<file path="src/hw/rtl/nfca_pkg.sv">
// ----------------------------------------------------------------------------
// nfca_pkg
// shared widths and constants of the next-fit coalescing allocator
// ----------------------------------------------------------------------------
package nfca_pkg;

  localparam int BYTES_W     = 16;
  localparam int NEED_W      = 15;
  localparam int PORT_ADDR_W = 13;
  localparam int GROW_W      = 13;
  localparam int RECIP_SHIFT = 24;

  localparam logic [GROW_W-1:0] GROW_RESET = 13'd1024;

  localparam logic CMD_ALLOC = 1'b0;
  localparam logic CMD_FREE  = 1'b1;

endpackage

</file>
<file path="src/hw/rtl/nfca_need.sv">
// ----------------------------------------------------------------------------
// nfca_need
// byte count to units plus header, by reciprocal multiply with one correction
// ----------------------------------------------------------------------------
module nfca_need #(
  parameter int UNIT_BYTES = 16
) (
  input  logic                         clk,
  input  logic [nfca_pkg::BYTES_W-1:0] bytes,
  output logic [nfca_pkg::NEED_W-1:0]  need
);

  localparam int XW = nfca_pkg::BYTES_W + 1;
  localparam int MW = nfca_pkg::RECIP_SHIFT;
  localparam int PW = XW + MW;
  localparam logic [MW-1:0] RECIP = MW'((1 << nfca_pkg::RECIP_SHIFT) / UNIT_BYTES);

  logic [XW-1:0] x;
  logic [XW-1:0] x_r;
  logic [PW-1:0] prod_r;
  logic [XW-1:0] q0;
  logic          corr;

  assign x = XW'(bytes) + XW'(UNIT_BYTES - 1);

  always_ff @(posedge clk) begin
    x_r    <= x;
    prod_r <= PW'(x) * PW'(RECIP);
  end

  assign q0   = prod_r[PW-1:nfca_pkg::RECIP_SHIFT];
  assign corr = ((32'(q0) + 32'd1) * 32'(UNIT_BYTES)) <= 32'(x_r);
  assign need = nfca_pkg::NEED_W'(32'(q0) + 32'(corr) + 32'd1);

endmodule
</file>
<file path="config.mk">
export PLATFORM = sky130hd
export DESIGN_NAME = nfca_need
export DESIGN_NICKNAME = d
export VERILOG_FILES = /design/src/hw/rtl/nfca_pkg.sv /design/src/hw/rtl/nfca_need.sv
export SDC_FILE = /design/constraint.sdc
export NUM_CORES = 1
export LEC_CHECK = 0
export ABC_AREA = 1
export ABC_CLOCK_PERIOD_IN_PS = 3800
export BUFFER_PORTS_ARGS = -buffer_cell sky130_fd_sc_hd__buf_2
export CAP_MARGIN = 15
export CORE_AREA = 2 2 46 57
export DETAILED_ROUTE_END_ITERATION = 10
export DIE_AREA = 0 0 48 59
export MAX_ROUTING_LAYER = met4
export PLACE_DENSITY_LB_ADDON = 0.05
export RECOVER_POWER = 50
export SLEW_MARGIN = 0
export SYNTH_ARGS = -nofsm -noshare
export SYNTH_HDL_FRONTEND = slang
export SYNTH_SLANG_ARGS = --single-unit
</file>
<file path="constraint.sdc">
create_clock -name clk -period 3.8 [get_ports clk]
set_input_delay 0.38 -clock clk [delete_from_list [all_inputs] [get_ports clk]]
set_output_delay 0.38 -clock clk [all_outputs]
set_load 0.05 [all_outputs]
</file>
==> impl_metrics.csv <==
group,metric,value,unit
timing,whs,0.317,ns
setup_path,worstPathMaxFanout,4,
grt,busiest_layer,"met2",
finish,fin_util,0.665,
synthesis,synth_ff_type,"dfxtp_1",
drt,vias,1199,
die,die_w,48,um
timing,hold_viol_final,0,
placed_design,place_hpwl,2110,um
synthesis,ys_types,22,
power,power.total,0.402,mW
synthesis,seq_area_frac_synth,0.233,
synthesis,synth_most_common_cell,"nand2_1",
grt,use_met2,0.362,
synthesis,yosys_warnings,0,
timing,fmax,268,MHz
drt,first_pass_iters,4,
timing,finalCritPeriodShare,0.980,
grt,grt_max_degree,8,
die,initial_core_util,0.494,
outcome,status,"finished clean",
die,die_h,59,um
timing,period_needed,3.73,ns
grt,use_met1,0.214,
setup_path,crit_chain,"nand2_1 > inv_2 > nand2_2 > inv_2 > nand2_2 > nor4_4 > ha_1 > xnor2_1 > o21bai_1 > nor2_1 > nand2_1 > nand3_2 > ha_4 > inv_2 > ha_4 > nand2_4 > nor2_4 > nand3_2 > nor2_2 > xor2_1 > buf_4",
clock_network,path_clk_slew,0.07,ns
placed_design,place.gp.congestion,0.989,
drt,avgViaCountPerCell,4.89,
synthesis,netlist.area_leader.share,0.233,
setup_path,critPathLaunchType,"flip-flop",
synthesis,synthTopCellsByArea,"dfxtp_1, nand2_1, xor2_1, nor2_1, inv_1",
die,dieArea,2830,um^2
timing,slew_viol_final,0,
drt,initialDrtViolationCount,23,
clock_network,cts.sinks,13,
setup_path,endpoint_kind,"output pin",
synthesis,mappedNetlistArea,1120,um^2
drt,detail-route-antenna-nets,0,
finish,drive_above_1_share,0.346,
synthesis,syn_nets,193,
power,power.leakage,0.768,nW
setup_path,worst-path-buf-inv,4,
clock_network,cts_buffers,3,
drt,avgRoutedWirePerCell,11.2,um
clock_network,cts_buffer_depth,2,
timing,fin_tns_setup,0,ns
setup_path,worstPathArrival,3.35,ns
timing,tightestPinTransition,0.772,ns
setup_path,cp_num_cells,21,
grt,grt-ovfl-total,0,
setup_path,slowest_stage,"dfxtp_2",
synthesis,async_reset_ff_frac,0,
grt,grt_usage,0.201,
setup_path,required,3.42,ns
setup_path,crit_end,"need[10]",
grt,grt_pass1_vias,1022,
setup_path,cpMostUsedCell,"inv_2",
clock_network,clockRootBuffer,"clkbuf_4",
finish,largest_reg_flops,13,
finish,diodes,0,
grt,use_met3,0.0183,
clock_network,cts_tree,"yes",
timing,setup_viol,0,
clock_network,htree_levels,1,
die,fp.coreArea,2260,um^2
synthesis,ys_ff_latch,13,
synthesis,synth.top_cells.by_count,"nand2_1, nor2_1, inv_1",
timing,grt_setup_unrepaired,"true",
finish,fin_nets,239,
worst_hold_path,hold_class,"in2reg",
synthesis,avgSynthCellArea,6.60,um^2
setup_path,max_stage_delay,0.35,ns
clock_network,cts_hold_buf,0,
synthesis,netlist_instances,169,
finish,top_register,"prod_r",
synthesis,synth_top_area_cell,"dfxtp_1",
finish,area_growth,34.5,%
drt,wl,2750,um
finish,nFillCells,212,
power,p_per_area,268,nW/um^2
drt,drcViolationCount,0,
die,ios,32,
setup_path,startpoint,"prod_r[26]$_DFF_P_",
power,ir_drop,181,uV
grt,grt_pass1_wl,3990,um
finish,reg_top3,"prod_r: 13 flops",
placed_design,post-place-ws,0.129,ns
timing,slew_headroom,0.481,
setup_path,crit_type,"reg2out",
grt,antenna_found_initial,0,
setup_path,critPathTopFamily,"simple AND/OR/NAND/NOR gates",
timing,fin_ws,0.0747,ns
die,num_rows,19,
synthesis,synth_edf_count,0,
job,max_cap_viol_count,0,
placed_design,port_buffers,30,
==> area by class of cell <==
type / instances / area [um^2] / share of cell area
clock buffer: 4 / 26.3 / 0.0175
inverter: 24 / 92.6 / 0.0617
multi-input combinational: 131 / 826 / 0.550
sequential: 13 / 277 / 0.184
tap: 31 / 38.8 / 0.0258
timing repair buffer: 42 / 241 / 0.161
==> layer usage <==
layer	vias to the layer above	part of all wire	wire length [um]
li1	615	-	-
met2	46	0.57	1570
met1	532	0.37	1010
met3	6	0.047	130
met4	0	0.015	40
met5	-	0	0
==> cell usage in the layout, fill, tap and decap left out, types with 2 or more instances in the layout <==
master / netlist / layout
a21oi_1: 8 / 8
buf_2: 0 / 28
buf_4: 1 / 13
clkbuf_1: 0 / 2
clkbuf_4: 0 / 3
dfxtp_1: 13 / 6
dfxtp_2: 0 / 4
dfxtp_4: 0 / 3
ha_1: 7 / 5
ha_4: 0 / 2
inv_1: 24 / 20
inv_2: 0 / 3
nand2_1: 39 / 36
nand2_2: 4 / 5
nand2_4: 0 / 2
nand3_1: 9 / 7
nand3_2: 1 / 3
nand4_1: 3 / 3
nor2_1: 25 / 25
nor2_2: 2 / 2
nor2_4: 3 / 3
nor3_1: 3 / 3
o21bai_1: 2 / 2
xnor2_1: 7 / 7
xor2_1: 13 / 13
==> cell families (layout without fill, tap and decap cells) <==
group / count (synthesis) / after routing / synth area share
fa+ha+maj: 7 / 7 / 0.0785
xor+xnor: 20 / 20 / 0.157
other cells: 1 / 1 / 0.00336
simple gates: 92 / 92 / 0.385
buf+inv: 25 / 70 / 0.0874
compound gates: 11 / 11 / 0.0561
flops: 13 / 13 / 0.233
==> power breakdown <==
| group | leakage [nW] | internal (mW) | switching, mW |
|---|---|---|---|
| combinational | 0.642 | 0.0557 | 0.114 |
| sequential | 0.110 | 0.145 | 0.0106 |
| clock | 0.0150 | 0.0405 | 0.0359 |
==> how the worst min path moves through the flow <==
stage | startpoint | to | slack [ns] | cells past startpoint
2_1_floorplan | bytes[4] | prod_r[24]$_DFF_P_ | 0.48 | 1
3_3_place_gp | bytes[12] | prod_r[32]$_DFF_P_ | 0.59 | 2
3_5_place_dp | bytes[12] | prod_r[32]$_DFF_P_ | 0.59 | 2
4_1_cts | bytes[12] | prod_r[32]$_DFF_P_ | 0.31 | 2
5_1_grt | bytes[12] | prod_r[32]$_DFF_P_ | 0.29 | 2
6_report | bytes[12] | prod_r[32]$_DFF_P_ | 0.32 | 2
==> repair_timing <==
action / CTS / global route
setup buffers: 0 / 10
setup endpoints to repair: 2 / 4
resized for setup: 5 / 30
pin swaps: 0 / 13
==> stage by stage <==
| step | area, um^2 | cells |
|---|---|---|
| after global routing | 1500 | 245 |
| after CTS | 1360 | 235 |
| after floorplan | 1120 | 169 |
| final | 1500 | 245 |
| after global placement | 1310 | 231 |
| after detailed placement | 1310 | 231 |
Note: power is estimated with default switching activity, not from simulation.
